===== src/rtl/core/cpeq_pkg.sv =====
// Shared types and constants for the coalescing priority event queue.
`timescale 1ns / 1ps
`default_nettype none

package cpeq_pkg;

    localparam int QUEUE_DEPTH = 16;
    localparam int IDX_W       = (QUEUE_DEPTH > 1) ? $clog2(QUEUE_DEPTH) : 1;
    localparam int OP_W        = 2;
    localparam int CODE_W      = 3;
    localparam int PRI_W       = 16;
    localparam int TIME_W      = 32;

    // operation codes of an input item
    typedef enum logic [OP_W-1:0] {
        OP_RAISE   = 2'd0,
        OP_POLL    = 2'd1,
        OP_PREEMPT = 2'd2
    } op_t;

    // one queue entry
    typedef struct packed {
        logic [CODE_W-1:0]        code;
        logic signed [PRI_W-1:0]  pri;
        logic [TIME_W-1:0]        stamp;
    } entry_t;

    // command broadcast to every cell
    typedef enum logic [1:0] {
        CMD_HOLD,
        CMD_RAISE,
        CMD_REMOVE
    } cell_cmd_t;

    typedef struct packed {
        cell_cmd_t                cmd;
        entry_t                   ent;        // entry carried by a raise
        logic                     hit_any;    // raise code already pending
        logic                     full;       // every cell occupied
        logic [IDX_W-1:0]         rm_idx;     // cell removed by a poll
        logic signed [PRI_W-1:0]  cur;        // running priority for preempt
    } cell_ctrl_t;

    // running maximum handed down the chain during a poll scan
    typedef struct packed {
        logic              has;
        entry_t            ent;
        logic [IDX_W-1:0]  idx;
    } token_t;

endpackage

`default_nettype wire


===== src/rtl/core/cpeq_if.sv =====
// Valid/ready channel interfaces for request and result items.
`timescale 1ns / 1ps
`default_nettype none

interface cpeq_req_if import cpeq_pkg::*; ();
    logic                     valid;
    logic                     ready;
    logic [OP_W-1:0]          op;
    logic [CODE_W-1:0]        event_code;
    logic signed [PRI_W-1:0]  event_priority;
    logic [TIME_W-1:0]        now_time;
    logic signed [PRI_W-1:0]  run_priority;

    modport source (
        output valid, op, event_code, event_priority, now_time, run_priority,
        input  ready
    );
    modport sink (
        input  valid, op, event_code, event_priority, now_time, run_priority,
        output ready
    );
endinterface

interface cpeq_rsp_if import cpeq_pkg::*; ();
    logic                     valid;
    logic                     ready;
    logic                     found;
    logic [CODE_W-1:0]        out_event;
    logic signed [PRI_W-1:0]  out_priority;
    logic [TIME_W-1:0]        out_time;
    logic                     preempt;

    modport source (
        output valid, found, out_event, out_priority, out_time, preempt,
        input  ready
    );
    modport sink (
        input  valid, found, out_event, out_priority, out_time, preempt,
        output ready
    );
endinterface

`default_nettype wire


===== src/rtl/core/cpeq_cell.sv =====
// One queue cell: holds an entry, shifts with its neighbour, passes the scan token on.
`timescale 1ns / 1ps
`default_nettype none

module cpeq_cell import cpeq_pkg::*; (
    input  logic              clk,
    input  logic              rst_n,
    input  logic [IDX_W-1:0]  my_idx,
    input  cell_ctrl_t        ctrl,
    input  logic              prev_valid,
    input  logic              nb_valid,
    input  entry_t            nb_ent,
    input  token_t            tok_in,
    output logic              cell_valid,
    output entry_t            cell_ent,
    output token_t            tok_out,
    output logic              hit,
    output logic              above
);

    logic    valid_reg, valid_next;
    entry_t  ent_reg, ent_next;
    token_t  tok_reg, tok_next;

    // compares against the broadcast operands
    assign hit   = valid_reg && (ent_reg.code == ctrl.ent.code);
    assign above = valid_reg && ($signed(ent_reg.pri) > $signed(ctrl.cur));

    // entry update
    always_comb
    begin
        valid_next = valid_reg;
        ent_next   = ent_reg;
        case (ctrl.cmd)
            CMD_RAISE:
            begin
                if (ctrl.hit_any)
                begin
                    if (hit)
                    begin
                        if ($signed(ctrl.ent.pri) > $signed(ent_reg.pri))
                            ent_next.pri = ctrl.ent.pri;
                        ent_next.stamp = ctrl.ent.stamp;
                    end
                end
                else if (ctrl.full)
                begin
                    // drop the head: everyone moves one place towards it
                    ent_next   = nb_ent;
                    valid_next = 1'b1;
                end
                else if (!valid_reg && prev_valid)
                begin
                    ent_next   = ctrl.ent;
                    valid_next = 1'b1;
                end
            end
            CMD_REMOVE:
            begin
                if (my_idx >= ctrl.rm_idx)
                begin
                    ent_next   = nb_ent;
                    valid_next = nb_valid;
                end
            end
            default:
            begin
                valid_next = valid_reg;
            end
        endcase
    end

    // running maximum: strictly greater replaces, so ties keep the earlier cell
    always_comb
    begin
        tok_next = tok_in;
        if (valid_reg && (!tok_in.has || ($signed(ent_reg.pri) > $signed(tok_in.ent.pri))))
        begin
            tok_next.has = 1'b1;
            tok_next.ent = ent_reg;
            tok_next.idx = my_idx;
        end
    end

    always_ff @(posedge clk or negedge rst_n)
    begin
        if (!rst_n)
        begin
            valid_reg <= 1'b0;
            tok_reg   <= '0;
        end
        else
        begin
            valid_reg <= valid_next;
            tok_reg   <= tok_next;
        end
    end

    // payload, no reset
    always_ff @(posedge clk)
    begin
        ent_reg <= ent_next;
    end

    assign cell_valid = valid_reg;
    assign cell_ent   = ent_reg;
    assign tok_out    = tok_reg;

endmodule

`default_nettype wire


===== src/rtl/core/coalescing_priority_event_queue_top.sv =====
// Top level of the coalescing priority event queue: control and the row of cells.
//
// Usage:
//   req carries one operation per item (raise, poll or preempt query); rsp returns
//   exactly one result item per request item, in order. Both are valid/ready
//   channels; an item moves on a rising edge with valid and ready high.
//   Pending events live in a row of QUEUE_DEPTH cells, head at cell 0. Each code
//   is held at most once; a repeated raise merges into its entry.
//   Sequence: a raise, preempt query or unused op goes from idle straight to the
//   done state, where its result is registered and the block returns to idle. A
//   poll first scans the row with a token that moves one cell per cycle, in a scan
//   state that steps a counter over every cell, and then goes to the done state;
//   the chain length sets the length of the scan before the result is registered.
//   One item is in work at a time. The result register parts the channels: a
//   new item is accepted while a result waits, but it cannot finish until rsp
//   has taken the previous result, so a stalled receiver holds the block.
//   Reset (rst_n low, asynchronous) empties the queue and drops any result.
`timescale 1ns / 1ps
`default_nettype none

module coalescing_priority_event_queue_top import cpeq_pkg::*; (
    input  logic        clk,
    input  logic        rst_n,
    cpeq_req_if.sink    req,
    cpeq_rsp_if.source  rsp
);

    typedef enum logic [1:0] {
        ST_IDLE,
        ST_SCAN,
        ST_DONE
    } state_t;

    state_t                   state_reg, state_next;
    logic [IDX_W-1:0]         cnt_reg, cnt_next;
    logic [OP_W-1:0]          op_reg, op_next;
    entry_t                   arg_reg, arg_next;
    logic signed [PRI_W-1:0]  cur_reg, cur_next;
    logic                     out_valid_reg, out_valid_next;
    logic                     found_reg, found_next;
    entry_t                   res_reg, res_next;
    logic                     preempt_reg, preempt_next;

    cell_ctrl_t               ctrl;
    logic                     commit;
    logic                     req_fire;

    logic [QUEUE_DEPTH-1:0]   vld_vec;
    logic [QUEUE_DEPTH-1:0]   hit_vec;
    logic [QUEUE_DEPTH-1:0]   above_vec;
    entry_t                   ent_arr [QUEUE_DEPTH];
    token_t                   tok_arr [QUEUE_DEPTH];
    token_t                   tok_last;

    assign req.ready = (state_reg == ST_IDLE);
    assign req_fire  = req.valid && req.ready;
    assign commit    = (state_reg == ST_DONE) && (!out_valid_reg || rsp.ready);
    assign tok_last  = tok_arr[QUEUE_DEPTH-1];

    // command to the cells
    always_comb
    begin
        ctrl.cmd     = CMD_HOLD;
        ctrl.ent     = arg_reg;
        ctrl.hit_any = |hit_vec;
        ctrl.full    = vld_vec[QUEUE_DEPTH-1];
        ctrl.rm_idx  = tok_last.idx;
        ctrl.cur     = cur_reg;
        if (commit)
        begin
            case (op_reg)
                OP_RAISE:
                begin
                    if (arg_reg.code != '0)
                        ctrl.cmd = CMD_RAISE;
                end
                OP_POLL:
                begin
                    if (tok_last.has)
                        ctrl.cmd = CMD_REMOVE;
                end
                default:
                begin
                    ctrl.cmd = CMD_HOLD;
                end
            endcase
        end
    end

    // sequencer and result register
    always_comb
    begin
        state_next     = state_reg;
        cnt_next       = cnt_reg;
        op_next        = op_reg;
        arg_next       = arg_reg;
        cur_next       = cur_reg;
        out_valid_next = out_valid_reg;
        found_next     = found_reg;
        res_next       = res_reg;
        preempt_next   = preempt_reg;

        if (rsp.valid && rsp.ready)
            out_valid_next = 1'b0;

        case (state_reg)
            ST_IDLE:
            begin
                if (req_fire)
                begin
                    op_next        = req.op;
                    arg_next.code  = req.event_code;
                    arg_next.pri   = req.event_priority;
                    arg_next.stamp = req.now_time;
                    cur_next       = req.run_priority;
                    cnt_next       = '0;
                    state_next     = (req.op == OP_POLL) ? ST_SCAN : ST_DONE;
                end
            end
            ST_SCAN:
            begin
                cnt_next = cnt_reg + IDX_W'(1);
                if (cnt_reg == IDX_W'(QUEUE_DEPTH - 1))
                    state_next = ST_DONE;
            end
            ST_DONE:
            begin
                if (commit)
                begin
                    out_valid_next = 1'b1;
                    found_next     = 1'b0;
                    res_next       = '0;
                    preempt_next   = 1'b0;
                    case (op_reg)
                        OP_POLL:
                        begin
                            if (tok_last.has)
                            begin
                                found_next = 1'b1;
                                res_next   = tok_last.ent;
                            end
                        end
                        OP_PREEMPT:
                        begin
                            preempt_next = |above_vec;
                        end
                        default:
                        begin
                            found_next = 1'b0;
                        end
                    endcase
                    state_next = ST_IDLE;
                end
            end
            default:
            begin
                state_next = ST_IDLE;
            end
        endcase
    end

    always_ff @(posedge clk or negedge rst_n)
    begin
        if (!rst_n)
        begin
            state_reg     <= ST_IDLE;
            cnt_reg       <= '0;
            op_reg        <= '0;
            arg_reg       <= '0;
            cur_reg       <= '0;
            out_valid_reg <= 1'b0;
            found_reg     <= 1'b0;
            res_reg       <= '0;
            preempt_reg   <= 1'b0;
        end
        else
        begin
            state_reg     <= state_next;
            cnt_reg       <= cnt_next;
            op_reg        <= op_next;
            arg_reg       <= arg_next;
            cur_reg       <= cur_next;
            out_valid_reg <= out_valid_next;
            found_reg     <= found_next;
            res_reg       <= res_next;
            preempt_reg   <= preempt_next;
        end
    end

    assign rsp.valid        = out_valid_reg;
    assign rsp.found        = found_reg;
    assign rsp.out_event    = res_reg.code;
    assign rsp.out_priority = res_reg.pri;
    assign rsp.out_time     = res_reg.stamp;
    assign rsp.preempt      = preempt_reg;

    // row of cells, head at index 0
    for (genvar i = 0; i < QUEUE_DEPTH; i++)
    begin : g_cell
        logic    prev_valid;
        logic    nb_valid;
        entry_t  nb_ent;
        token_t  tok_in;

        if (i == 0)
        begin : g_head
            assign prev_valid = 1'b1;
            assign tok_in     = '0;
        end
        else
        begin : g_body
            assign prev_valid = vld_vec[i-1];
            assign tok_in     = tok_arr[i-1];
        end

        if (i == QUEUE_DEPTH - 1)
        begin : g_tail
            // a full raise shifts the new entry in at the tail
            assign nb_valid = 1'b0;
            assign nb_ent   = arg_reg;
        end
        else
        begin : g_mid
            assign nb_valid = vld_vec[i+1];
            assign nb_ent   = ent_arr[i+1];
        end

        cpeq_cell u_cell (
            .clk        (clk),
            .rst_n      (rst_n),
            .my_idx     (IDX_W'(i)),
            .ctrl       (ctrl),
            .prev_valid (prev_valid),
            .nb_valid   (nb_valid),
            .nb_ent     (nb_ent),
            .tok_in     (tok_in),
            .cell_valid (vld_vec[i]),
            .cell_ent   (ent_arr[i]),
            .tok_out    (tok_arr[i]),
            .hit        (hit_vec[i]),
            .above      (above_vec[i])
        );
    end

    // occupied cells always form an unbroken run from the head
    a_contiguous: assert property (@(posedge clk) disable iff (!rst_n)
        ((vld_vec >> 1) & ~vld_vec) == '0)
        else $error("queue cells not contiguous");

    // coalescing keeps every pending code unique
    a_unique_code: assert property (@(posedge clk) disable iff (!rst_n)
        $onehot0(hit_vec))
        else $error("event code pending in more than one cell");

    // a successful poll frees exactly one cell
    a_poll_shrinks: assert property (@(posedge clk) disable iff (!rst_n)
        (ctrl.cmd == CMD_REMOVE) |=>
            ($countones(vld_vec) == $countones($past(vld_vec)) - 1))
        else $error("poll did not remove exactly one entry");

endmodule

`default_nettype wire

===== src/flat_wrapper.sv =====
// flat-port wrapper written by rule: the top's interface ports become plain ports
module coalescing_priority_event_queue_top_flat import cpeq_pkg::*;
  (clk, rst_n, req_valid, req_op, req_event_code, req_event_priority, req_now_time, req_run_priority, req_ready, rsp_valid, rsp_found, rsp_out_event, rsp_out_priority, rsp_out_time, rsp_preempt, rsp_ready);
  cpeq_req_if req_i ();
  cpeq_rsp_if rsp_i ();
  input  logic clk;
  input  logic rst_n;
  input wire logic [$bits(req_i.valid)-1:0] req_valid;
  input wire logic [$bits(req_i.op)-1:0] req_op;
  input wire logic [$bits(req_i.event_code)-1:0] req_event_code;
  input wire logic [$bits(req_i.event_priority)-1:0] req_event_priority;
  input wire logic [$bits(req_i.now_time)-1:0] req_now_time;
  input wire logic [$bits(req_i.run_priority)-1:0] req_run_priority;
  output wire logic [$bits(req_i.ready)-1:0] req_ready;
  output wire logic [$bits(rsp_i.valid)-1:0] rsp_valid;
  output wire logic [$bits(rsp_i.found)-1:0] rsp_found;
  output wire logic [$bits(rsp_i.out_event)-1:0] rsp_out_event;
  output wire logic [$bits(rsp_i.out_priority)-1:0] rsp_out_priority;
  output wire logic [$bits(rsp_i.out_time)-1:0] rsp_out_time;
  output wire logic [$bits(rsp_i.preempt)-1:0] rsp_preempt;
  input wire logic [$bits(rsp_i.ready)-1:0] rsp_ready;
  assign req_i.valid = req_valid;
  assign req_i.op = req_op;
  assign req_i.event_code = req_event_code;
  assign req_i.event_priority = req_event_priority;
  assign req_i.now_time = req_now_time;
  assign req_i.run_priority = req_run_priority;
  assign req_ready = req_i.ready;
  assign rsp_valid = rsp_i.valid;
  assign rsp_found = rsp_i.found;
  assign rsp_out_event = rsp_i.out_event;
  assign rsp_out_priority = rsp_i.out_priority;
  assign rsp_out_time = rsp_i.out_time;
  assign rsp_preempt = rsp_i.preempt;
  assign rsp_i.ready = rsp_ready;
  coalescing_priority_event_queue_top u_core (.clk(clk), .rst_n(rst_n), .req(req_i), .rsp(rsp_i));
endmodule

===== config.mk =====
export PLATFORM = sky130hd
export DESIGN_NAME = coalescing_priority_event_queue_top_flat
export DESIGN_NICKNAME = d
export VERILOG_FILES = /design/src/rtl/core/cpeq_pkg.sv /design/src/rtl/core/cpeq_if.sv /design/src/rtl/core/cpeq_cell.sv /design/src/rtl/core/coalescing_priority_event_queue_top.sv /design/src/flat_wrapper.sv
export SDC_FILE = /design/constraint.sdc
export NUM_CORES = 2
export LEC_CHECK = 0
export BUFFER_PORTS_ARGS = -buffer_cell sky130_fd_sc_hd__clkbuf_2
export CAP_MARGIN = 40
export CORE_MARGIN = 3
export CORE_UTILIZATION = 50
export CTS_BUF_LIST = sky130_fd_sc_hd__clkbuf_8
export DETAILED_ROUTE_END_ITERATION = 8
export GPL_ROUTABILITY_DRIVEN = 0
export GPL_TIMING_DRIVEN = 1
export PLACE_DENSITY_LB_ADDON = 0.08
export SLEW_MARGIN = 20
export SYNTH_ARGS = -nofsm -noshare
export SYNTH_HDL_FRONTEND = slang
export SYNTH_SLANG_ARGS = --single-unit
export TNS_END_PERCENT = 30

===== constraint.sdc =====
create_clock -name clk -period 22 [get_ports clk]
set_clock_uncertainty 0.05 [all_clocks]
set_input_delay 4.4 -clock clk [delete_from_list [all_inputs] [get_ports clk]]
set_output_delay 4.4 -clock clk [all_outputs]
set_load 0.005 [all_outputs]

==> impl_metrics.py <==
metrics = {
    "timing": {
        "setup_violations": 0,
        "period_minus_slack_ns": 8.70,
        "setup_tns_ns": 0,
        "slew_headroom_pct": 26.2,
        "hold_viol": 0,
        "rsz0062_at_grt": "false",
        "period_share_pct": 39.6,
        "maxSlewViolCount": 0,
        "worst_pin_slew_ns": 1.11,
        "fmax_mhz": 115,
    },
    "route": {
        "drt-total-wl_mm": 261,
        "dr.first_iter.drc_count": 4908,
        "via_per_inst": 5.84,
        "wl_per_cell_um": 26.6,
        "drc": 0,
        "first_pass_iters": 6,
        "drt.antenna.violating_nets": 0,
        "vias": 57400,
    },
    "setup_path": {
        "r2r-end": "u_core.g_cell[1].u_cell.cell_ent[9]$_DFFE_PP_",
        "worst-path-buf-inv": 6,
        "crit_type": "input port to register",
        "rr_worst_depth": 11,
        "regToRegSetupSlack_ns": 16.33,
        "end_kind": "register",
        "worstPathRequired_ns": 22.82,
        "path_cells": "clkbuf_2 -> nand2b_1 -> nand3_2 -> nor3_2 -> buf_4 -> ha_1 -> buf_4 -> inv_2 -> nand2_4 -> buf_12 -> buf_12 -> a21o_1",
        "reg2reg_from": "u_core.state_reg[0]$_DFFE_PN0P_",
        "cpPeakStageDelay_ns": 0.71,
        "cp_top_family": "buffers and inverters",
        "worstSetupStartpointType": "input port",
        "worstPathArrival_ns": 9.52,
        "critPathMaxFanout": 222,
        "crit_slowest_cell": "buf_12",
    },
    "clock_tree": {
        "clock_latency_ns": 1.04,
        "cts_buffer_depth": 4,
        "clk_pin_slew_ns": 0.07,
        "cts.htree.levels": 5,
        "root_buffer": "clkbuf_8",
        "cts_sinks": 1842,
        "ctsHoldBuffers": 0,
        "cts-resized-gates": 0,
        "cts_post_setup_buffers_inserted": 0,
        "cts-buffers-inserted": 331,
        "cts_tree": "yes",
    },
    "worst_hold_path": {
        "hold_path_class": "register to register",
        "min_from": "u_core.g_cell[5].u_cell.tok_out[2]$_DFF_PN0_",
        "whs_endpoint": "u_core.g_cell[6].u_cell.tok_out[2]$_DFF_PN0_",
        "min_path_cells": 1,
    },
    "placement": {
        "dpl.hpwl_mm": 178,
        "placed_cells": 9228,
        "io_buffers": 127,
    },
    "synth": {
        "yosys-top-cells-area": "dfrtp_1 (29%), edfxtp_1 (28%), ha_1 (11%)",
        "ys_seq_area_share_pct": 56.9,
        "syn_avg_cell_area_sq_um": 12.7,
        "synth-async-reset-ratio_pct": 55.7,
        "synth_commonest_cells": "dfrtp_1 (1,026), a21o_1 (863), edfxtp_1 (816), ha_1 (755), mux2_2 (587)",
        "ys.flop_type": "dfrtp_1",
        "ys_warn_count": 0,
        "syn_area_sq_um": 88200,
        "synth_cell_types": 79,
        "ys_ff_latch": 1842,
        "syn_nets": 7762,
        "yosysMostFrequentCell": "dfrtp_1",
        "synth_edf_count": 816,
        "synthCells": 6934,
        "synth_top_area_share_pct": 29.1,
        "synth_largest_area_cell": "dfrtp_1",
    },
    "grt": {
        "use_met1_pct": 37.2,
        "first_global_vias": 59800,
        "gr-usage-met3_pct": 4.29,
        "overflow": 0,
        "grt_max_degree": 223,
        "grtUsageMet2_pct": 49.0,
        "busiest_layer": "met2",
        "grt_pass1_wl_mm": 389,
        "grt_antenna_before_repair": 8,
        "grt_usage_pct": 28.8,
    },
    "floorplanning": {
        "num_io_pins": 128,
        "die_height_um": 426,
        "core_area_sq_um": 175000,
        "start_util_pct": 50.5,
        "fp-row-count": 153,
        "die_area_sq_um": 181000,
        "dieWidth_um": 426,
    },
    "cells_and_area": {
        "fillers": 14800,
        "largest_register_ffs": 881,
        "stdcell_count": 9829,
        "final_util_pct": 56.7,
        "nNetsFinal": 8075,
        "drive_above_1_share_pct": 19.2,
        "syn_to_final_growth_pct": 12.2,
    },
    "job": {
        "max_cap_viol_count": 0,
    },
    "status": {
        "status": "finished clean",
    },
}
metal layers:
layer	share of wire [%]	wire (um)
met5	0	0
met4	4.1	10600
met3	5.2	13600
met2	49	128000
met1	42	108000
layout make-up:
type	instances	area (sq um)	share of cell area (%)
inverter	559	2100	2.12
clock inverter	186	945	0.955
multi-input combinational	4196	34800	35.2
antenna	3	7.51	0.00759
timing repair buffer	317	2490	2.52
sequential	1842	50200	50.7
clock buffer	401	5520	5.58
tap	2325	2910	2.94
how the worst max path moves through the flow:
stage / to / depth (start not counted) / start / slack (ns)
after floorplan: u_core.g_cell[12].u_cell.cell_ent[32]$_DFFE_PP_ / 14 / rsp_ready / 10.39
after global placement: u_core.g_cell[10].u_cell.cell_ent[22]$_DFFE_PP_ / 12 / rsp_ready / 12.39
after detailed placement: u_core.g_cell[5].u_cell.cell_ent[24]$_DFFE_PP_ / 12 / rsp_ready / 12.41
after CTS: u_core.g_cell[1].u_cell.cell_ent[20]$_DFFE_PP_ / 12 / rsp_ready / 13.54
after global routing: u_core.g_cell[4].u_cell.cell_ent[20]$_DFFE_PP_ / 12 / rsp_ready / 13.05
final: u_core.g_cell[1].u_cell.cell_ent[9]$_DFFE_PP_ / 12 / rsp_ready / 13.30
kinds of logic after synthesis:
| family | share of synthesized area [%] |
|---|---|
| flip-flops | 56.9 |
| AO/OA/AOI/OAI | 13.4 |
| AND/OR/NAND/NOR | 5.98 |
| buffers and inverters | 4.06 |
| adder cells (fa/ha/maj) | 10.7 |
| multiplexers | 8.47 |
| XOR/XNOR | 0.487 |
stage by stage:
stage | hold slack (ns) | worst slack (ns) | instance area, sq um
after floorplan | 0.358 | 10.39 | 88200
after global placement | 0.363 | 12.39 | 91800
after detailed placement | 0.364 | 12.41 | 92300
after CTS | 0.359 | 13.54 | 98700
after global routing | 0.390 | 13.05 | 98900
final | 0.360 | 13.30 | 98900
cells in the final DEF (no fill, tap or decap), types with 50 or more instances in the layout:
cell and count:
nand2_1 323, clkbuf_8 401, clkbuf_2 126, dfrtp_1 1025, mux2_2 587, edfxtp_1 816, a21oi_1 208, mux2i_1 86
and2_1 65, ha_1 755, nor2_1 106, inv_1 682, nand2b_1 50, a21o_1 863, nand4_1 145, nor2b_1 70
o21a_1 54, a22o_1 51, o21ai_0 330, buf_4 153
Power is left out: the tool's default activity adds up to more than one toggle a clock period on the data nets, which glitch-free logic cannot reach.
